`config.mk`:
```
export PLATFORM = sky130hd
export DESIGN_NAME = scanline_transfer_sequencer_core
export DESIGN_NICKNAME = d
export VERILOG_FILES = /design/src/stseq_pkg.sv /design/src/scanline_transfer_sequencer_core.sv /design/src/stseq_step.sv
export VERILOG_INCLUDE_DIRS = /design/src /design/src/src
export SDC_FILE = /design/constraint.sdc
export NUM_CORES = 1
export LEC_CHECK = 0
export ABC_AREA = 1
export BUFFER_PORTS_ARGS = -buffer_cell sky130_fd_sc_hd__buf_2
export CORE_UTILIZATION = 55
export DETAILED_ROUTE_END_ITERATION = 7
export GPL_ROUTABILITY_DRIVEN = 0
export PLACE_DENSITY = 0.78
export SYNTH_ARGS = -nofsm -noshare
export SYNTH_HDL_FRONTEND = slang
export SYNTH_SLANG_ARGS = --single-unit
```
`constraint.sdc`:
```
create_clock -name aclk -period 4.5 [get_ports aclk]
set_input_delay 0.225 -clock aclk [delete_from_list [all_inputs] [get_ports aclk]]
set_output_delay 0.225 -clock aclk [all_outputs]
set_load 0.02 [all_outputs]
```
`src/scanline_transfer_sequencer_core_macros.svh`:
```
// ----------------------------------------------------------------------------
// Scanline transfer sequencer assertion macros
// Concurrent checks clocked on the rising edge, disabled during reset.
// ----------------------------------------------------------------------------
`ifndef SCANLINE_TRANSFER_SEQUENCER_CORE_MACROS_SVH
`define SCANLINE_TRANSFER_SEQUENCER_CORE_MACROS_SVH

// same-cycle implication
`define STSEQ_ASSERT_SAME(label, clk, rstn, ante, cons, msg) \
    label: assert property (@(posedge clk) disable iff (!rstn) (ante) |-> (cons)) \
        else $error(msg);

// next-cycle implication
`define STSEQ_ASSERT_NEXT(label, clk, rstn, ante, cons, msg) \
    label: assert property (@(posedge clk) disable iff (!rstn) (ante) |=> (cons)) \
        else $error(msg);

`endif

```
`src/stseq_pkg.sv`:
```
// ----------------------------------------------------------------------------
// Scanline transfer sequencer package
// Types, register indexes, source codes and widths shared by the sequencer.
// ----------------------------------------------------------------------------
`default_nettype none

package stseq_pkg;

    localparam int LINE_BITS = 11;
    localparam int VLINE_W   = 11;
    localparam int COUNT_W   = 10;
    localparam int WIDE_W    = (LINE_BITS + 1 > VLINE_W) ? LINE_BITS + 1 : VLINE_W;
    localparam int CFG_IDX_W = 3;
    localparam int CFG_DATA_W = 11;

    localparam logic [CFG_IDX_W-1:0] REG_V_FRONT_PORCH     = 3'd0;
    localparam logic [CFG_IDX_W-1:0] REG_V_SYNC_WIDTH      = 3'd1;
    localparam logic [CFG_IDX_W-1:0] REG_V_BACK_PORCH      = 3'd2;
    localparam logic [CFG_IDX_W-1:0] REG_V_TOTAL_LINES     = 3'd3;
    localparam logic [CFG_IDX_W-1:0] REG_V_ACTIVE_LINES    = 3'd4;
    localparam logic [CFG_IDX_W-1:0] REG_LINE_WORD_COUNT   = 3'd5;
    localparam logic [CFG_IDX_W-1:0] REG_USE_BYTE_TRANSFER = 3'd6;
    localparam logic [CFG_IDX_W-1:0] REG_MANUAL_RENDER     = 3'd7;

    localparam logic [2:0] SRC_VSYNC      = 3'd0;
    localparam logic [2:0] SRC_BLANK_LIST = 3'd1;
    localparam logic [2:0] SRC_PREAMBLE   = 3'd2;
    localparam logic [2:0] SRC_LINE       = 3'd3;
    localparam logic [2:0] SRC_BLANK_LINE = 3'd4;

    localparam logic [COUNT_W-1:0] BLANK_LIST_LEN = 10'd7;
    localparam logic [COUNT_W-1:0] PREAMBLE_LEN   = 10'd9;

    localparam logic [LINE_BITS-1:0] SCANLINE_RESET = LINE_BITS'(2);

    typedef struct packed {
        logic [7:0]         v_front_porch;
        logic [5:0]         v_sync_width;
        logic [7:0]         v_back_porch;
        logic [VLINE_W-1:0] v_total_lines;
        logic [VLINE_W-1:0] v_active_lines;
        logic [COUNT_W-1:0] line_word_count;
        logic               use_byte_transfer;
        logic               manual_render;
    } cfg_t;

    typedef struct packed {
        logic [LINE_BITS-1:0] scanline;
        logic                 pong_turn;
        logic                 preamble_posted;
    } state_t;

    typedef struct packed {
        logic accessor_installed;
        logic line_present;
        logic next_line_present;
        logic mode_change_pending;
    } in_item_t;

    typedef struct packed {
        logic               channel;
        logic               byte_size;
        logic [2:0]         source;
        logic [COUNT_W-1:0] xfer_len;
        logic [VLINE_W-1:0] line_index;
        logic               fetch_rendered;
        logic               render_next;
        logic [VLINE_W-1:0] next_index;
        logic               apply_mode_change;
    } out_item_t;

endpackage

`default_nettype wire

```
`src/scanline_transfer_sequencer_core.sv`:
```
// ----------------------------------------------------------------------------
// Scanline transfer sequencer core
// Result: registered through the input register, then the result register.
// Throughput: one event per cycle while the output is not stalled, set by the combinational state update in stseq_step.
// Reset: synchronous, clears pipeline valids, scanline to 2, flags and registers to defaults.
// ----------------------------------------------------------------------------
`default_nettype none
`include "scanline_transfer_sequencer_core_macros.svh"

module scanline_transfer_sequencer_core (
    input  wire                                    aclk,
    input  wire                                    aresetn,
    input  wire                                    s_valid,
    output logic                                   s_ready,
    input  wire  stseq_pkg::in_item_t              s_data,
    output logic                                   m_valid,
    input  wire                                    m_ready,
    output stseq_pkg::out_item_t                   m_data,
    input  wire                                    cfg_we,
    input  wire  [stseq_pkg::CFG_IDX_W-1:0]        cfg_index,
    input  wire  [stseq_pkg::CFG_DATA_W-1:0]       cfg_wdata
);

    stseq_pkg::cfg_t      cfg_reg;
    stseq_pkg::state_t    state_reg;
    stseq_pkg::state_t    state_next;
    stseq_pkg::in_item_t  in_data_reg;
    stseq_pkg::out_item_t result_next;
    stseq_pkg::out_item_t out_data_reg;
    logic                 in_valid_reg;
    logic                 out_valid_reg;
    logic                 advance;

    assign advance = in_valid_reg && (!out_valid_reg || m_ready);
    assign s_ready = !in_valid_reg || advance;
    assign m_valid = out_valid_reg;
    assign m_data  = out_data_reg;

    stseq_step u_step (
        .cfg         (cfg_reg),
        .state       (state_reg),
        .item        (in_data_reg),
        .result_next (result_next),
        .state_next  (state_next)
    );

    always_ff @(posedge aclk) begin
        if (!aresetn) begin
            in_valid_reg                <= 1'b0;
            out_valid_reg               <= 1'b0;
            state_reg.scanline          <= stseq_pkg::SCANLINE_RESET;
            state_reg.pong_turn         <= 1'b0;
            state_reg.preamble_posted   <= 1'b0;
            cfg_reg.v_front_porch       <= 8'd10;
            cfg_reg.v_sync_width        <= 6'd2;
            cfg_reg.v_back_porch        <= 8'd33;
            cfg_reg.v_total_lines       <= 11'd525;
            cfg_reg.v_active_lines      <= 11'd480;
            cfg_reg.line_word_count     <= 10'd160;
            cfg_reg.use_byte_transfer   <= 1'b0;
            cfg_reg.manual_render       <= 1'b0;
        end else begin
            if (s_valid && s_ready) begin
                in_valid_reg <= 1'b1;
            end else if (advance) begin
                in_valid_reg <= 1'b0;
            end

            if (advance) begin
                out_valid_reg <= 1'b1;
                state_reg     <= state_next;
            end else if (m_ready) begin
                out_valid_reg <= 1'b0;
            end

            if (cfg_we) begin
                case (cfg_index)
                    stseq_pkg::REG_V_FRONT_PORCH:     cfg_reg.v_front_porch <= cfg_wdata[7:0];
                    stseq_pkg::REG_V_SYNC_WIDTH:      cfg_reg.v_sync_width <= cfg_wdata[5:0];
                    stseq_pkg::REG_V_BACK_PORCH:      cfg_reg.v_back_porch <= cfg_wdata[7:0];
                    stseq_pkg::REG_V_TOTAL_LINES:     cfg_reg.v_total_lines <= cfg_wdata[10:0];
                    stseq_pkg::REG_V_ACTIVE_LINES:    cfg_reg.v_active_lines <= cfg_wdata[10:0];
                    stseq_pkg::REG_LINE_WORD_COUNT:   cfg_reg.line_word_count <= cfg_wdata[9:0];
                    stseq_pkg::REG_USE_BYTE_TRANSFER: cfg_reg.use_byte_transfer <= cfg_wdata[0];
                    stseq_pkg::REG_MANUAL_RENDER:     cfg_reg.manual_render <= cfg_wdata[0];
                    default: begin
                    end
                endcase
            end
        end
    end

    // hold payload until the next transfer
    always_ff @(posedge aclk) begin
        if (s_valid && s_ready) begin
            in_data_reg <= s_data;
        end
        if (advance) begin
            out_data_reg <= result_next;
        end
    end

    `STSEQ_ASSERT_NEXT(a_advance_fills_output, aclk, aresetn, advance, m_valid,
        "result lost on advance")
    `STSEQ_ASSERT_NEXT(a_channel_toggles, aclk, aresetn, advance,
        state_reg.pong_turn != $past(state_reg.pong_turn), "channel did not alternate")
    `STSEQ_ASSERT_NEXT(a_preamble_sets_flag, aclk, aresetn,
        advance && result_next.source == stseq_pkg::SRC_PREAMBLE,
        state_reg.preamble_posted, "preamble flag not set")
    `STSEQ_ASSERT_SAME(a_blank_fields_clear, aclk, aresetn,
        m_valid && (m_data.source == stseq_pkg::SRC_VSYNC
            || m_data.source == stseq_pkg::SRC_BLANK_LIST
            || m_data.source == stseq_pkg::SRC_PREAMBLE),
        m_data.line_index == '0 && m_data.next_index == '0
            && !m_data.fetch_rendered && !m_data.render_next,
        "line fields set outside active line")

endmodule

`default_nettype wire

```
`src/stseq_step.sv`:
```
// ----------------------------------------------------------------------------
// Scanline transfer sequencer step logic
// Decodes one transfer-complete event against the vertical timing and
// produces the reload command together with the next sequencer state.
// ----------------------------------------------------------------------------
`default_nettype none

module stseq_step (
    input  wire stseq_pkg::cfg_t       cfg,
    input  wire stseq_pkg::state_t     state,
    input  wire stseq_pkg::in_item_t   item,
    output stseq_pkg::out_item_t result_next,
    output stseq_pkg::state_t    state_next
);

    logic [stseq_pkg::WIDE_W-1:0]    scan_w;
    logic [stseq_pkg::WIDE_W-1:0]    sync_start;
    logic [stseq_pkg::WIDE_W-1:0]    sync_end;
    logic [stseq_pkg::WIDE_W-1:0]    blank_end;
    logic [stseq_pkg::WIDE_W-1:0]    scan_inc;
    logic [stseq_pkg::WIDE_W-1:0]    nidx_inc;
    logic [stseq_pkg::LINE_BITS-1:0] lead_lines;
    logic [stseq_pkg::LINE_BITS-1:0] idx;
    logic                            line_ok;
    logic                            posted_next;

    assign scan_w     = stseq_pkg::WIDE_W'(state.scanline);
    assign sync_start = stseq_pkg::WIDE_W'(cfg.v_front_porch);
    assign sync_end   = sync_start + stseq_pkg::WIDE_W'(cfg.v_sync_width);
    assign blank_end  = sync_end + stseq_pkg::WIDE_W'(cfg.v_back_porch);
    assign scan_inc   = scan_w + stseq_pkg::WIDE_W'(1);

    assign lead_lines = stseq_pkg::LINE_BITS'(cfg.v_total_lines)
                      - stseq_pkg::LINE_BITS'(cfg.v_active_lines);
    assign idx        = state.scanline - lead_lines;
    assign nidx_inc   = stseq_pkg::WIDE_W'(idx) + stseq_pkg::WIDE_W'(1);
    assign line_ok    = item.accessor_installed && item.line_present;

    always_comb begin
        result_next                   = '0;
        result_next.channel           = state.pong_turn;
        result_next.byte_size         = state.preamble_posted && cfg.use_byte_transfer;
        posted_next                   = state.preamble_posted;

        if (scan_w >= sync_start && scan_w < sync_end) begin
            result_next.source            = stseq_pkg::SRC_VSYNC;
            result_next.xfer_len          = stseq_pkg::BLANK_LIST_LEN;
            result_next.apply_mode_change = item.mode_change_pending;
        end else if (scan_w < blank_end) begin
            result_next.source         = stseq_pkg::SRC_BLANK_LIST;
            result_next.xfer_len       = stseq_pkg::BLANK_LIST_LEN;
        end else if (!state.preamble_posted) begin
            result_next.source         = stseq_pkg::SRC_PREAMBLE;
            result_next.xfer_len       = stseq_pkg::PREAMBLE_LEN;
            posted_next                = 1'b1;
        end else begin
            result_next.source         = line_ok ? stseq_pkg::SRC_LINE
                                                 : stseq_pkg::SRC_BLANK_LINE;
            result_next.xfer_len       = cfg.line_word_count;
            result_next.line_index     = stseq_pkg::VLINE_W'(idx);
            result_next.fetch_rendered = line_ok && cfg.manual_render;
            result_next.render_next    = cfg.manual_render && item.accessor_installed
                                      && item.next_line_present;
            if (nidx_inc >= stseq_pkg::WIDE_W'(cfg.v_active_lines)) begin
                result_next.next_index = '0;
            end else begin
                result_next.next_index = stseq_pkg::VLINE_W'(nidx_inc);
            end
            posted_next                = 1'b0;
        end
    end

    always_comb begin
        state_next.pong_turn       = !state.pong_turn;
        state_next.preamble_posted = posted_next;
        state_next.scanline        = state.scanline;
        if (!posted_next) begin
            if (scan_inc >= stseq_pkg::WIDE_W'(cfg.v_total_lines)) begin
                state_next.scanline = '0;
            end else begin
                state_next.scanline = stseq_pkg::LINE_BITS'(scan_inc);
            end
        end
    end

endmodule

`default_nettype wire

```
Word-level counts from Yosys, hierarchy flattened
Index checks and enable logic that the tools add are counted.

word-level totals
  register bits after elaboration = 115
  input port bits = 23
  output and inout bits = 42

cells by class
  add/subtract/negate cells = 6
  $lt $le $gt $ge = 5
  equal/unequal tests = 7
  mux-type cells = 11
  bitwise operators = 2
  reductions and logical operators = 28

operator list
  operator                 count
  $add A11 B1 Y12 const B  2
  $ge A12 B11 Y1           2
  $lt A11 B12 Y1           2
  $mux W11                 2
  $sub A11 B11 Y11         2
  $reduce_and A2 Y1        9
  $add A12 B8 Y12          1
  $eq A3 B3 Y1 const B     4
  $mux W12                 1
  $ge A11 B8 Y1            1
  $add A8 B6 Y9            1
  $logic_and A1 B1 Y1      8
  $mux W1                  7
  $eq A3 B2 Y1 const B     2
  $reduce_bool A2 Y1       2
  $reduce_or A4 Y1         1
  $eq A3 B1 Y1 const B     1
  $logic_not A1 Y1         3
  $logic_not A3 Y1         1
  $mux W3                  1
  $reduce_or A3 Y1         1
  $logic_or A1 B1 Y1       2
  $not A1 Y1               2
  $reduce_or A2 Y1         1

Logic depth before layout (Yosys ltp)
Gate-level depths: netlist (run 1).

  depth in word-level cells = 7
  gate-level depth with buffers = 27

By module
A second synthesis (run 1) with hierarchy kept.

second synthesis, totals
  cell total of the unflattened synthesis = 1,036
  area, all modules = 7,801.2 um2

modules (own cells, without submodules)
  module                            times used  cells each  area each (um2)  sequential area each (um2)
  scanline_transfer_sequencer_core  1           443         4,140.2          2,742.6
  stseq_step                        1           593         3,661.0          0.0

Worst setup path after synthesis (run 1)
Ideal clock, no wire load.

  path type = reg2reg
  start = register cfg_reg[48] (netlist name)
  end = register state_reg[3] (netlist name)
  setup time = 0.133 ns
  data arrival time = 4.218 ns
  data required time = 4.367 ns
  slack = 0.149 ns
  cell stages (with the launch flop) = 25
  buffers on the path = 1
  period minus slack after synthesis = 4.351 ns
  cells stage by stage = dfxtp_1 ha_1 inv_1 fa_1 o21ai_1 a21oi_1 o21bai_1 xor2_1 inv_1 ha_1 inv_1 o311ai_0 a21oi_1 or2_2 ha_1 nand2_1 nor2_1 nand2_1 nand4_1 ha_1 nand2_1 nand3_2 buf_6 nand2_1 nand3_1

on the way
  longest elaborated chain between the ends = 7
  elaborated cells on any way between the ends = 10
  those cells by class = add/sub: 2; order compare: 3; mux: 2; bitwise: 1; reduce/logical: 2

ends and longest elaborated chain
  what                                  line                                    source
  start, declared                       scanline_transfer_sequencer_core.sv:24  stseq_pkg::cfg_t cfg_reg;
  $add A8 B6 Y9                         stseq_step.sv:29                        assign sync_end = sync_start + stseq_pkg::WIDE_W'(cfg.v_sync_width);
  $add A12 B8 Y12                       stseq_step.sv:30                        assign blank_end = sync_end + stseq_pkg::WIDE_W'(cfg.v_back_porch);
  $lt A11 B12 Y1                        stseq_step.sv:49                        end else if (scan_w < blank_end) begin
  $mux W1                               stseq_step.sv:49
  $mux W1 *                             stseq_step.sv:45                        if (scan_w >= sync_start && scan_w < sync_end) begin
  $not A1 Y1 (no source line) *         -
  $reduce_and A2 Y1 (no source line) *  -
  end signal, assigned                  scanline_transfer_sequencer_core.sv:71  state_reg <= state_next;
  end, declared                         scanline_transfer_sequencer_core.sv:25  stseq_pkg::state_t state_reg;

Every way passes the cells marked *; elsewhere a longest branch is shown, timed or not.
A chain may end at the register's enable or synchronous reset.

Worst setup path in the final report (run 1)
  start = register cfg_reg[42] (netlist name)
  end = register state_reg[7] (netlist name)

on the way
  longest elaborated chain between the ends = 7
  elaborated cells on any way between the ends = 9
  those cells by class = add/sub: 2; order compare: 2; mux: 2; bitwise: 1; reduce/logical: 2

ends and longest elaborated chain
  what                                  line
  $add A8 B6 Y9 *                       stseq_step.sv:29
  $add A12 B8 Y12                       stseq_step.sv:30
  $lt A11 B12 Y1                        stseq_step.sv:49
  $mux W1                               stseq_step.sv:49
  $mux W1 *                             stseq_step.sv:45
  $not A1 Y1 (no source line) *         -
  $reduce_and A2 Y1 (no source line) *  -

Marks and branches as above.

==> insert_results.sql, run 1 <==
INSERT INTO impl_metrics (metric_group, metric, value, unit) VALUES
('routing', 'post_drt_wl_per_cell', '14.66', 'microns'),
('logic_synthesis', 'post_synth.cell_area_avg', '7.709', 'sq um'),
('worst_hold_path', 'hold_path.class', 'input pin to flip-flop', ''),
('outcome', 'outcome', 'completed', ''),
('cts', 'cts_root_buffer_type', 'sky130_fd_sc_hd__clkbuf_16', ''),
('timing', 'final_period_util', '95.41', '%'),
('cts', 'cts_tree', 'done', ''),
('grt', 'globalRouteTotalUtil', '26.96', '%'),
('routing', 'drt-total-wl', '17920', 'microns'),
('logic_synthesis', 'count_of_flip_flops_with_a_built_in_enable_after_synthesis', '44', ''),
('job', 'timing.max_cap.violations', '0', ''),
('critical_path', 'timing.critical_path.to_type', 'flip-flop', ''),
('power_and_ir_drop', 'ir_worst_vdd', '228.2', 'uV'),
('logic_synthesis', 'synth.net_count', '1063', ''),
('cells_and_area', 'syn2layout_area_growth', '17.61', '%'),
('routing', 'post_drt_via_cell_ratio', '5.231', ''),
('grt', 'maximum_number_of_pins_on_one_net_before_global_route_repair', '46', ''),
('critical_path', 'timing.critical_path.required', '4.87', 'ns'),
('cells_and_area', 'insertedDiodeCount', '0', ''),
('timing', 'crit_path_time_final', '4.294', 'ns'),
('critical_path', 'setup.worst_path.class', 'flip-flop to flip-flop', ''),
('logic_synthesis', 'post_synth_xor_area_fraction', '3.082', '%'),
('critical_path', 'cp_max_fo', '7', ''),
('critical_path', 'reg2reg_setup_slack', '0.21', 'ns'),
('cells_and_area', 'leading_cell_types_in_the_layout_fill_and_taps_excluded', '186 x sky130_fd_sc_hd__nand2_1, 170 x sky130_fd_sc_hd__inv_1, 113 x sky130_fd_sc_hd__nor2_1', ''),
('power_and_ir_drop', 'fin_total_pwr', '2.905', 'mW'),
('cells_and_area', 'design.final.nets', '1148', ''),
('die', 'design.portCount', '65', ''),
('cells_and_area', 'layout_commonest_cell', 'sky130_fd_sc_hd__nand2_1', ''),
('die', 'die_h', '117.6', 'microns'),
('logic_synthesis', 'synth-compound-area-share', '10.93', '%'),
('cells_and_area', 'drive_gt1_share', '15.51', '%'),
('routing', 'ant_nets', '0', ''),
('grt', 'grt_first_pass_wirelength', '29240', 'microns'),
('routing', 'remaining_drc_errors', '0', ''),
('logic_synthesis', 'synth_top_family_by_area', 'simple AND/OR/NAND/NOR gates', ''),
('logic_synthesis', 'seq_area_frac_synth', '37.33', '%'),
('grt', 'first_global_vias', '6156', ''),
('logic_synthesis', 'netlist_top_cells_area', 'sky130_fd_sc_hd__dfxtp_1 19%, sky130_fd_sc_hd__edfxtp_1 18%, sky130_fd_sc_hd__ha_1 13%, sky130_fd_sc_hd__nand2_1 9.6%, sky130_fd_sc_hd__inv_1 8.8%', ''),
('logic_synthesis', 'synthesis.area', '7347', 'sq um'),
('cells_and_area', 'largest_reg_flops', '56', ''),
('power_and_ir_drop', 'powerDensity', '336.2', 'nW/um^2'),
('power_and_ir_drop', 'power.leakage', '4.261', 'nW'),
('timing', 'relSlewSlack', '57.49', '%'),
('timing', 'tightest_slew', '0.6353', 'ns'),
('grt', 'grt.overflow.total', '0', ''),
('placement', 'sum_of_net_half_perimeters_after_detailed_placement', '12810', 'microns'),
('routing', 'drt_pre_antenna_iters', '8', ''),
('timing', 'setup_slack', '0.2065', 'ns'),
('logic_synthesis', 'postSynthRegisterBits', '115', ''),
('logic_synthesis', 'synth_top_cell_area_share', '19.35', '%'),
('die', 'area_of_the_core', '12820', 'sq um'),
('die', 'die_area', '13820', 'sq um'),
('cts', 'tritoncts_num_sinks', '115', ''),
('routing', 'drtIter0Drc', '569', ''),
('die', 'floorplan.initialDensity', '57.29', '%'),
('routing', 'via_count', '6398', ''),
('logic_synthesis', 'synth_simple_gate_area_share', '22.29', '%'),
('die', 'rows', '41', ''),
('timing', 'timing.hold.ws', '0.05178', 'ns'),
('placement', 'pre_cts_slack', '-0.1546', 'ns'),
('cts', 'insertion_delay', '0.42', 'ns'),
('logic_synthesis', 'synth-adder-area-share', '16.04', '%'),
('timing', 'final-hold-violation-count', '0', ''),
('critical_path', 'worst_setup_path_start_kind', 'flip-flop', ''),
('cts', 'clk_buf_depth', '2', ''),
('logic_synthesis', 'synthCells', '953', ''),
('timing', 'final.setup_skew', '0.009410', 'ns'),
('timing', 'timing.final.max_slew_violations', '0', ''),
('die', 'die_w', '117.6', 'microns'),
('critical_path', 'crit_arrival', '4.66', 'ns');
[cells by family (layout without fill, tap and decap cells)]
kind of cell | Yosys count | count (layout)
simple gates | 385 | 386
buf+inv | 194 | 291
compound gates | 147 | 147
fa+ha+maj | 87 | 87
xor+xnor | 25 | 25
flops | 115 | 115
[cell usage after synthesis (3+ instances only)]
master and count:
sky130_fd_sc_hd__xor2_1 19, sky130_fd_sc_hd__xnor2_1 5, sky130_fd_sc_hd__buf_6 3, sky130_fd_sc_hd__nand2_2 5, sky130_fd_sc_hd__nand2_1 187, sky130_fd_sc_hd__nor2_1 115, sky130_fd_sc_hd__nand3_2 4, sky130_fd_sc_hd__or2_2 3
sky130_fd_sc_hd__a21oi_1 68, sky130_fd_sc_hd__nand4_1 10, sky130_fd_sc_hd__nor2_4 3, sky130_fd_sc_hd__nand3_1 44, sky130_fd_sc_hd__dfxtp_1 71, sky130_fd_sc_hd__o21ai_0 56, sky130_fd_sc_hd__o211ai_1 13, sky130_fd_sc_hd__nor2_2 3
sky130_fd_sc_hd__clkbuf_1 12, sky130_fd_sc_hd__nor3_1 6, sky130_fd_sc_hd__ha_1 75, sky130_fd_sc_hd__fa_1 12, sky130_fd_sc_hd__inv_1 173, sky130_fd_sc_hd__edfxtp_1 44
[what timing repair did]
action	4_1_cts	5_1_grt
endpoints found under the setup margin	40	41
pin swaps	1	12
buffers inserted	0	3
endpoints found under the hold margin	4	0
hold buffers	4	0
cloned	0	1
gates resized for setup	3	31
[critical path: stages (launching register included)]
cell                       delay, ns
sky130_fd_sc_hd__dfxtp_2        0.33
sky130_fd_sc_hd__ha_2           0.17
sky130_fd_sc_hd__inv_1          0.06
sky130_fd_sc_hd__fa_2           0.41
sky130_fd_sc_hd__o21ai_4        0.16
sky130_fd_sc_hd__a21oi_2        0.07
sky130_fd_sc_hd__o21bai_2       0.16
sky130_fd_sc_hd__xor2_1         0.19
sky130_fd_sc_hd__inv_1          0.10
sky130_fd_sc_hd__ha_4           0.28
sky130_fd_sc_hd__inv_2          0.05
sky130_fd_sc_hd__nor3_2         0.14
sky130_fd_sc_hd__nand2_1        0.12
sky130_fd_sc_hd__o311ai_4       0.10
sky130_fd_sc_hd__a21oi_2        0.10
sky130_fd_sc_hd__or2_4          0.26
sky130_fd_sc_hd__ha_4           0.27
sky130_fd_sc_hd__nand2_1        0.06
sky130_fd_sc_hd__nor2_2         0.09
sky130_fd_sc_hd__nand3_1        0.09
sky130_fd_sc_hd__nand4_1        0.14
sky130_fd_sc_hd__ha_1           0.28
sky130_fd_sc_hd__nand2_2        0.15
sky130_fd_sc_hd__nand3_4        0.13
sky130_fd_sc_hd__nor2_4         0.20
sky130_fd_sc_hd__nand2_1        0.08
sky130_fd_sc_hd__nand2_1        0.06
[final timing paths]
| check | startpoint | endpoint | depth (start not counted) |
|---|---|---|---|
| min reg2reg | cfg_reg[4] | cfg_reg[4] | 2 |
| max | cfg_reg[42] | state_reg[7] | 26 |
| min | cfg_wdata[9] | cfg_reg[32] | 3 |
| max reg2reg | cfg_reg[42] | state_reg[7] | 26 |
[layer usage]
layer  share of wire [%]  vias to the layer above  global-route usage, %
met1                  42                     2886                  31.99
met3                 6.3                       61                  6.056
met2                  47                      212                  44.97
li1                    -                     3239                      -
met4                 4.5                        0                  15.46
met5                   0                        -                      0
[stage by stage]
step	cell area [sq um]	setup TNS [ns]	cells	utilization, %
after floorplan	7347	0	953	-
after global placement	7879	-0.02977	1183	61.43
after detailed placement	7879	-2.791	1183	61.43
after CTS	8471	0	1219	66.05
after global routing	8641	-0.3943	1223	67.38
final	8641	0	1223	67.38
[area by class of cell]
cell class	instances	area, sq um
well taps	172	215.2
clock buffers	17	425.4
flip-flops and latches	115	2748
repair buffers	84	480.5
inverters	175	656.9
multi-input cells	645	4004
clock inverters	15	111.4
fillers	1067	4184
[power by group]
part	switching [mW]	internal (mW)	total, mW
sequential	0.0181	1.12	1.14
combinational	0.359	0.195	0.554
clock	0.511	0.704	1.21
total	0.888	2.02	2.90
Power figures use the tool's default switching activity.
==> run 2: changes to the inputs <==
--- a/config.mk
+++ b/config.mk
@@ -8,10 +8,12 @@
 export LEC_CHECK = 0
 export ABC_AREA = 1
 export BUFFER_PORTS_ARGS = -buffer_cell sky130_fd_sc_hd__buf_2
-export CORE_UTILIZATION = 55
+export CAP_MARGIN = 20
+export CORE_UTILIZATION = 56
+export CTS_BUF_LIST = sky130_fd_sc_hd__clkbuf_8
 export DETAILED_ROUTE_END_ITERATION = 7
 export GPL_ROUTABILITY_DRIVEN = 0
-export PLACE_DENSITY = 0.78
+export PLACE_DENSITY = 0.8
 export SYNTH_ARGS = -nofsm -noshare
 export SYNTH_HDL_FRONTEND = slang
 export SYNTH_SLANG_ARGS = --single-unit
==> insert_results.sql, run 2 (synthesis results as in run 1) <==
INSERT INTO impl_metrics (metric_group, metric, value, unit) VALUES
('die', 'floorplan.initialDensity', '57.75', '%'),
('critical_path', 'setup.worst_path.class', 'flip-flop to flip-flop', ''),
('routing', 'remaining_drc_errors', '0', ''),
('timing', 'timing.final.max_slew_violations', '0', ''),
('power_and_ir_drop', 'ir_worst_vdd', '229.8', 'uV'),
('die', 'rows', '41', ''),
('routing', 'post_drt_wl_per_cell', '14.41', 'microns'),
('power_and_ir_drop', 'seqPwrFrac', '42.0', '%'),
('grt', 'grt.overflow.total', '0', ''),
('placement', 'pre_cts_slack', '-0.08648', 'ns'),
('routing', 'post_drt_via_cell_ratio', '5.275', ''),
('cells_and_area', 'syn2layout_area_growth', '16.09', '%'),
('cells_and_area', 'largest_reg_flops', '56', ''),
('grt', 'grt_first_pass_wirelength', '27870', 'microns'),
('grt', 'number_of_antenna_violations_at_the_first_check_in_global_routing', '0', ''),
('critical_path', 'cp_max_fo', '15', ''),
('timing', 'timing.final.setup_violations', '0', ''),
('cells_and_area', 'insertedDiodeCount', '0', ''),
('timing', 'relSlewSlack', '57.80', '%'),
('timing', 'final-hold-violation-count', '0', ''),
('die', 'design.portCount', '65', ''),
('cts', 'cts_tree', 'done', ''),
('placement', 'placed_area', '7894', 'sq um'),
('power_and_ir_drop', 'power.leakage', '4.221', 'nW'),
('cts', 'insertion_delay', '0.46', 'ns'),
('routing', 'drt-total-wl', '17700', 'microns'),
('outcome', 'outcome', 'completed', ''),
('die', 'die_w', '116.5', 'microns'),
('cells_and_area', 'final_core_utilization', '67.04', '%'),
('cts', 'cts_root_buffer_type', 'sky130_fd_sc_hd__clkbuf_8', ''),
('timing', 'tightest_slew', '0.6306', 'ns'),
('power_and_ir_drop', 'powerDensity', '316.8', 'nW/um^2'),
('timing', 'final.setup_skew', '0.01328', 'ns'),
('power_and_ir_drop', 'fin_total_pwr', '2.702', 'mW'),
('critical_path', 'worstPathCellList', 'ha_2 -> inv_1 -> fa_2 -> o21ai_2 -> a21oi_1 -> o21bai_1 -> xor2_1 -> inv_1 -> ha_1 -> buf_4 -> a21oi_2 -> o311ai_2 -> buf_4 -> xnor2_1 -> ha_1 -> a21oi_1 -> o21ai_1 -> nand2_1 -> nand4_1 -> ha_2 -> nand2_4 -> buf_4 -> nor2_1', ''),
('placement', 'buffer_ports.inserted', '64', ''),
('routing', 'via_count', '6478', ''),
('cells_and_area', 'drive_gt1_share', '15.06', '%'),
('routing', 'drt_pre_antenna_iters', '6', ''),
('critical_path', 'timing.critical_path.required', '4.70', 'ns'),
('worst_hold_path', 'hold_path.class', 'input pin to flip-flop', ''),
('cts', 'tritoncts_num_sinks', '115', ''),
('timing', 'timing.fmax', '231.4', 'MHz'),
('power_and_ir_drop', 'clkPwrFrac', '37.7', '%'),
('timing', 'setup_slack', '0.1793', 'ns'),
('critical_path', 'worst_path_dominant_cell_family', 'adder cells', ''),
('cts', 'clkTransAtPathRegs', '0.07', 'ns'),
('placement', 'sum_of_net_half_perimeters_after_detailed_placement', '12570', 'microns'),
('job', 'timing.max_cap.violations', '0', ''),
('power_and_ir_drop', 'switching_share', '30.19', '%'),
('routing', 'drtIter0Drc', '524', ''),
('grt', 'globalRouteTotalUtil', '27.30', '%'),
('timing', 'final_period_util', '96.02', '%'),
('die', 'area_of_the_core', '12720', 'sq um'),
('routing', 'ant_nets', '0', ''),
('critical_path', 'timing.critical_path.to_type', 'flip-flop', ''),
('cells_and_area', 'design.final.nets', '1153', ''),
('cts', 'htree_depth', '4', ''),
('critical_path', 'crit_slowest_cell', 'sky130_fd_sc_hd__fa_2', ''),
('die', 'die_h', '116.5', 'microns'),
('critical_path', 'worst-path-buf-inv', '5', ''),
('critical_path', 'worst_setup_path_start_kind', 'flip-flop', ''),
('cells_and_area', 'layout_commonest_cell', 'sky130_fd_sc_hd__nand2_1', ''),
('critical_path', 'crit_arrival', '4.52', 'ns'),
('grt', 'first_global_vias', '6090', ''),
('power_and_ir_drop', 'net_switching_power_of_the_design', '816.0', 'uW'),
('power_and_ir_drop', 'power.combinational.fraction', '20.3', '%'),
('cts', 'clk_buf_depth', '2', ''),
('die', 'die_area', '13580', 'sq um'),
('cells_and_area', 'leading_cell_types_in_the_layout_fill_and_taps_excluded', '186 x sky130_fd_sc_hd__nand2_1, 174 x sky130_fd_sc_hd__inv_1, 113 x sky130_fd_sc_hd__nor2_1', ''),
('grt', 'maximum_number_of_pins_on_one_net_before_global_route_repair', '46', ''),
('power_and_ir_drop', 'internal-power', '1.886', 'mW'),
('cells_and_area', 'final_cell_area', '8529', 'sq um'),
('timing', 'crit_path_time_final', '4.321', 'ns'),
('cts', 'numCtsBuffers', '17', ''),
('critical_path', 'critical-path-top-cell-by-count', 'sky130_fd_sc_hd__buf_4', ''),
('critical_path', 'crit_path_max_incr_delay', '0.41', 'ns');
## run 2: cell types whose count changed in the layout (fill, tap and decap cells not counted), moves of 2 or more
cell and change:
sky130_fd_sc_hd__clkbuf_8 +19, sky130_fd_sc_hd__clkbuf_16 -17, sky130_fd_sc_hd__buf_4 +4, sky130_fd_sc_hd__inv_1 +4
sky130_fd_sc_hd__bufinv_16 +3, sky130_fd_sc_hd__inv_2 -3, sky130_fd_sc_hd__inv_6 -3, sky130_fd_sc_hd__a21oi_1 +2
sky130_fd_sc_hd__a21oi_2 -2, sky130_fd_sc_hd__clkinv_4 -2, sky130_fd_sc_hd__dfxtp_1 +2, sky130_fd_sc_hd__dfxtp_2 -2
## run 2: metal layers
| metal | wire, microns | up-vias | global-route usage, % | share of wire [%] |
|---|---|---|---|---|
| li1 | - | 3238 | - | - |
| met1 | 7226 | 2950 | 31.69 | 41 |
| met2 | 8490 | 218 | 46.47 | 48 |
| met3 | 1158 | 72 | 6.902 | 6.5 |
| met4 | 821 | 0 | 14.35 | 4.6 |
| met5 | 0 | - | 0 | 0 |
## run 2: layout make-up
class | instances | area (sq um)
Clock buffer | 19 | 261.5
Clock inverter | 13 | 160.2
Fill cell | 1093 | 4193
Inverter | 175 | 656.9
Multi-Input combinational cell | 645 | 3970
Sequential cell | 115 | 2745
Tap cell | 172 | 215.2
Timing Repair Buffer | 89 | 520.5
## run 2: what timing repair did
item                       CTS  global route
hold buffers                 5             0
pin swaps                    1            15
cloned                       0             1
hold endpoints to repair     5             0
setup endpoints to repair   21            46
gates resized for setup      2            22
setup buffers                0             5
## run 2: metrics by stage
stage | hold WS (ns) | std cells | setup TNS (ns)
finish | 0.03194 | 1228 | 0
global route | 0.02595 | 1228 | -3.832
CTS | 0.009522 | 1222 | 0
detailed placement | 0.4031 | 1185 | -0.8815
global placement | 0.4014 | 1185 | 0
floorplan | 0.3239 | 953 | 0
## run 2: worst reg2reg max path: stages, from the launching register on
cell and delay (ns):
sky130_fd_sc_hd__dfxtp_2 0.33, sky130_fd_sc_hd__ha_2 0.17, sky130_fd_sc_hd__inv_1 0.06, sky130_fd_sc_hd__fa_2 0.41, sky130_fd_sc_hd__o21ai_2 0.17, sky130_fd_sc_hd__a21oi_1 0.09
sky130_fd_sc_hd__o21bai_1 0.21, sky130_fd_sc_hd__xor2_1 0.20, sky130_fd_sc_hd__inv_1 0.07, sky130_fd_sc_hd__ha_1 0.28, sky130_fd_sc_hd__buf_4 0.15, sky130_fd_sc_hd__a21oi_2 0.14
sky130_fd_sc_hd__o311ai_2 0.12, sky130_fd_sc_hd__buf_4 0.15, sky130_fd_sc_hd__xnor2_1 0.11, sky130_fd_sc_hd__ha_1 0.29, sky130_fd_sc_hd__a21oi_1 0.13, sky130_fd_sc_hd__o21ai_1 0.08
sky130_fd_sc_hd__nand2_1 0.06, sky130_fd_sc_hd__nand4_1 0.13, sky130_fd_sc_hd__ha_2 0.24, sky130_fd_sc_hd__nand2_4 0.15, sky130_fd_sc_hd__buf_4 0.24, sky130_fd_sc_hd__nor2_1 0.06
## run 2: final timing paths
kind                     start     endpoint  slack, ns  cells past startpoint
setup / recovery   cfg_reg[42]   m_data[16]       0.18                     23
hold / removal    cfg_wdata[8]  cfg_reg[20]       0.03                      3
setup reg to reg   cfg_reg[42]   m_data[16]       0.18                     23
hold reg to reg     cfg_reg[3]   cfg_reg[3]       0.46                      2
## run 2: power by group through the flow
stage	Clock (mW)	Combinational (mW)	Sequential [mW]
2_1_floorplan	0	0.374	1.17
3_3_place_gp	0	0.503	1.16
3_5_place_dp	0	0.516	1.16
4_1_cts	1.02	0.525	1.13
5_1_grt	1.07	0.626	1.14
6_report	1.02	0.549	1.13
==> run 3: changes to the inputs <==
--- a/config.mk
+++ b/config.mk
@@ -6,7 +6,6 @@
 export SDC_FILE = /design/constraint.sdc
 export NUM_CORES = 1
 export LEC_CHECK = 0
-export ABC_AREA = 1
 export BUFFER_PORTS_ARGS = -buffer_cell sky130_fd_sc_hd__buf_2
 export CAP_MARGIN = 20
 export CORE_UTILIZATION = 56
@@ -14,6 +13,7 @@
 export DETAILED_ROUTE_END_ITERATION = 7
 export GPL_ROUTABILITY_DRIVEN = 0
 export PLACE_DENSITY = 0.8
+export SLEW_MARGIN = 25
 export SYNTH_ARGS = -nofsm -noshare
 export SYNTH_HDL_FRONTEND = slang
 export SYNTH_SLANG_ARGS = --single-unit
==> insert_results.sql, run 3 <==
INSERT INTO impl_metrics (metric_group, metric, value, unit) VALUES
('critical_path', 'crit_slowest_cell', 'sky130_fd_sc_hd__fa_2', ''),
('routing', 'drt_pre_antenna_iters', '5', ''),
('routing', 'via_count', '5891', ''),
('die', 'floorplan.initialDensity', '57.97', '%'),
('critical_path', 'cp_num_cells', '21', ''),
('critical_path', 'worst_path_dominant_cell_family', 'adder cells', ''),
('routing', 'drtIter0Drc', '490', ''),
('cells_and_area', 'layout_commonest_cell', 'sky130_fd_sc_hd__nand2_1', ''),
('timing', 'final.setup_skew', '0.01772', 'ns'),
('worst_hold_path', 'hold_critical_path_depth', '3', ''),
('timing', 'timing.fmax', '217.8', 'MHz'),
('timing', 'timing.final.max_slew_violations', '0', ''),
('cells_and_area', 'syn2layout_area_growth', '20.99', '%'),
('logic_synthesis', 'synth_commonest_cells', '109 x sky130_fd_sc_hd__nand2_1, 83 x sky130_fd_sc_hd__inv_1, 75 x sky130_fd_sc_hd__ha_1, 71 x sky130_fd_sc_hd__dfxtp_1, 44 x sky130_fd_sc_hd__edfxtp_1', ''),
('logic_synthesis', 'synth_cell_type_count', '59', ''),
('power_and_ir_drop', 'power.combinational.fraction', '18.5', '%'),
('timing', 'timing.final.setup_violations', '11', ''),
('power_and_ir_drop', 'fin_total_pwr', '2.564', 'mW'),
('placement', 'placed_cells_incl_taps', '983', ''),
('power_and_ir_drop', 'net_switching_power_of_the_design', '754.5', 'uW'),
('critical_path', 'worst-path-buf-inv', '2', ''),
('logic_synthesis', 'synthFlopType', 'sky130_fd_sc_hd__dfxtp_1', ''),
('logic_synthesis', 'post_synth.cell_area_avg', '9.464', 'sq um'),
('die', 'area_of_the_core', '12160', 'sq um'),
('power_and_ir_drop', 'power.leakage', '3.772', 'nW'),
('routing', 'drt-total-wl', '17580', 'microns'),
('placement', 'sum_of_net_half_perimeters_after_detailed_placement', '12150', 'microns'),
('critical_path', 'timing.critical_path.required', '4.86', 'ns'),
('grt', 'grt_first_pass_wirelength', '27270', 'microns'),
('cts', 'tritoncts_num_sinks', '115', ''),
('timing', 'setup_slack', '-0.09135', 'ns'),
('timing', 'final-hold-violation-count', '0', ''),
('grt', 'first_global_vias', '5701', ''),
('critical_path', 'crit_path_max_incr_delay', '0.52', 'ns'),
('critical_path', 'crit_arrival', '4.95', 'ns'),
('logic_synthesis', 'postSynthRegisterBits', '115', ''),
('routing', 'ant_nets', '0', ''),
('logic_synthesis', 'count_of_flip_flops_with_a_built_in_enable_after_synthesis', '44', ''),
('power_and_ir_drop', 'powerDensity', '300.6', 'nW/um^2'),
('timing', 'relSlewSlack', '26.70', '%'),
('cells_and_area', 'fillerInstances', '868', ''),
('cells_and_area', 'drive_gt1_share', '23.55', '%'),
('worst_hold_path', 'hold_path.class', 'input pin to flip-flop', ''),
('routing', 'post_drt_via_cell_ratio', '5.627', ''),
('logic_synthesis', 'seq_area_frac_synth', '38.90', '%'),
('logic_synthesis', 'netlist_top_cells_area', 'sky130_fd_sc_hd__dfxtp_1 20%, sky130_fd_sc_hd__edfxtp_1 19%, sky130_fd_sc_hd__ha_1 13%, sky130_fd_sc_hd__nand2_1 5.8%, sky130_fd_sc_hd__inv_1 4.4%', ''),
('cells_and_area', 'final_core_utilization', '70.14', '%'),
('power_and_ir_drop', 'seqPwrFrac', '43.9', '%'),
('power_and_ir_drop', 'clkPwrFrac', '37.6', '%'),
('logic_synthesis', 'count_of_warnings_emitted_by_yosys', '0', ''),
('logic_synthesis', 'synth.most_common_cell', 'sky130_fd_sc_hd__nand2_1', ''),
('cells_and_area', 'largest_reg_flops', '56', ''),
('timing', 'rsz0062_at_grt', 'true', ''),
('placement', 'buffer_ports.inserted', '64', ''),
('die', 'rows', '40', ''),
('cts', 'clkTransAtPathRegs', '0.08', 'ns'),
('outcome', 'outcome', 'finished, violations left', ''),
('cells_and_area', 'insertedDiodeCount', '0', ''),
('die', 'die_area', '13040', 'sq um'),
('timing', 'crit_path_time_final', '4.591', 'ns'),
('critical_path', 'worstPathCellList', 'ha_4 -> inv_2 -> fa_2 -> inv_1 -> ha_1 -> a21o_1 -> a21oi_2 -> o21ai_1 -> a21oi_4 -> o21bai_1 -> a21oi_2 -> xor2_1 -> ha_2 -> or4_4 -> a21oi_2 -> o21ai_2 -> ha_2 -> a21boi_2 -> nand3b_4 -> and2_4 -> mux2_4', ''),
('job', 'timing.max_cap.violations', '0', ''),
('logic_synthesis', 'synth_largest_area_cell', 'sky130_fd_sc_hd__dfxtp_1', ''),
('cts', 'insertion_delay', '0.46', 'ns'),
('critical_path', 'critical-path-top-cell-by-count', 'sky130_fd_sc_hd__a21oi_2', ''),
('timing', 'tightest_slew', '1.090', 'ns'),
('power_and_ir_drop', 'switching_share', '29.43', '%'),
('grt', 'globalRouteTotalUtil', '27.23', '%'),
('die', 'design.portCount', '65', ''),
('routing', 'post_drt_wl_per_cell', '16.79', 'microns'),
('grt', 'maximum_number_of_pins_on_one_net_before_global_route_repair', '66', ''),
('timing', 'final_period_util', '102.0', '%'),
('critical_path', 'worst_setup_path_start_kind', 'flip-flop', ''),
('critical_path', 'cp_max_fo', '5', ''),
('cells_and_area', 'leading_cell_types_in_the_layout_fill_and_taps_excluded', '109 x sky130_fd_sc_hd__nand2_1, 81 x sky130_fd_sc_hd__inv_1, 69 x sky130_fd_sc_hd__ha_1, 69 x sky130_fd_sc_hd__dfxtp_1, 63 x sky130_fd_sc_hd__buf_2', ''),
('logic_synthesis', 'synthesis.area', '7051', 'sq um'),
('logic_synthesis', 'synthCells', '745', ''),
('critical_path', 'r2r_cells', '21', ''),
('cts', 'numCtsBuffers', '17', ''),
('cells_and_area', 'design.final.nets', '976', ''),
('power_and_ir_drop', 'internal-power', '1.809', 'mW'),
('cts', 'cts_tree', 'done', ''),
('logic_synthesis', 'synth.net_count', '855', ''),
('outcome', 'failed_checks', 'negative setup slack', ''),
('die', 'die_h', '114.2', 'microns'),
('cts', 'cts_root_buffer_type', 'sky130_fd_sc_hd__clkbuf_8', ''),
('logic_synthesis', 'async_reset_ff_share', '0', '%'),
('logic_synthesis', 'synth_top_cell_area_share', '20.16', '%'),
('cts', 'clk_buf_depth', '2', ''),
('routing', 'remaining_drc_errors', '0', ''),
('die', 'die_w', '114.2', 'microns'),
('cells_and_area', 'number_of_cells_in_the_finished_layout_apart_from_fillers', '1047', ''),
('power_and_ir_drop', 'ir_worst_vdd', '161.3', 'uV'),
('grt', 'number_of_antenna_violations_at_the_first_check_in_global_routing', '0', ''),
('grt', 'grt.overflow.total', '0', ''),
('cts', 'htree_depth', '4', ''),
('critical_path', 'timing.critical_path.to_type', 'flip-flop', ''),
('critical_path', 'setup.worst_path.class', 'flip-flop to flip-flop', '');
run 3: changes by cell type in the layout (fill, tap and decap cells not counted), sizes merged, moves of 10 or more:
cell,change
nor2,-102
a21o,+12
o21ai,-40
nand3,-25
buf,+31
a21oi,-47
inv,-87
nor2b,+25
xnor2,+20
o21a,+10
a21boi,+40
nand2,-84
and2,+20
run 3: worst min-delay path: stages:
cell	delay [ns]
sky130_fd_sc_hd__buf_2	0.10
sky130_fd_sc_hd__nand2_1	0.04
sky130_fd_sc_hd__a21boi_0	0.06
run 3: power groups by stage:
stage	Clock (mW)	Sequential (mW)	Combinational, mW
floorplan	0	1.17	0.261
global placement	0	1.15	0.385
detailed placement	0	1.15	0.406
CTS	0.967	1.13	0.444
global route	1.02	1.13	0.513
finish	0.964	1.13	0.473
run 3: cell families after synthesis:
group,Yosys count,share of synthesized area (%)
compound gates,152,15.69
xor+xnor,39,4.845
fa+ha+maj,87,16.72
buf+inv,102,5.661
flops,115,38.90
mux,8,1.207
simple gates,242,16.98
run 3: timing repair:
| action | 4_1_cts | 5_1_grt |
|---|---|---|
| pin swaps | 24 | 16 |
| endpoints found under the hold margin | 5 | 0 |
| setup endpoints to repair | 34 | 44 |
| hold buffers | 5 | 0 |
| gates resized for setup | 20 | 15 |
| cloned | 1 | 0 |
| buffers inserted | 17 | 9 |
run 3: worst paths after layout:
kind | from | endpoint | slack, ns
setup / recovery | cfg_reg[42] | state_reg[2] | -0.09
hold / removal | cfg_wdata[10] | cfg_reg[22] | 0.03
setup reg to reg | cfg_reg[42] | state_reg[2] | -0.09
hold reg to reg | state_reg[1] | m_data[39] | 0.46
run 3: cell type report:
type	count	area, sq um	share of cell area (%)
well taps	168	210.2	2.464
clock buffers	17	234.0	2.743
flip-flops and latches	115	2745	32.18
repair buffers	120	755.7	8.859
inverters	83	311.5	3.652
clock inverters	15	157.7	1.848
multi-input cells	529	4116	48.25
run 3: metrics by stage:
step                      setup WS [ns]  setup TNS (ns)  cell area (sq um)  hold slack (ns)
after global placement         0.003906               0               7727           0.4054
after CTS                      -0.01970        -0.01970               8383          0.01834
after global routing            -0.2988          -5.474               8531          0.03734
after detailed placement        -0.1658          -2.545               7732           0.4043
final                          -0.09135         -0.6113               8531          0.02568
after floorplan                -0.05210        -0.05210               7089           0.3239
run 3: per-layer routing:
layer | vias to the layer above | GRT usage, % | share of wire [%]
met4 | 0 | 14.29 | 3.5
met5 | - | 0 | 0
li1 | 2809 | - | -
met1 | 2807 | 31.53 | 41
met3 | 65 | 6.194 | 5.8
met2 | 210 | 47.03 | 50
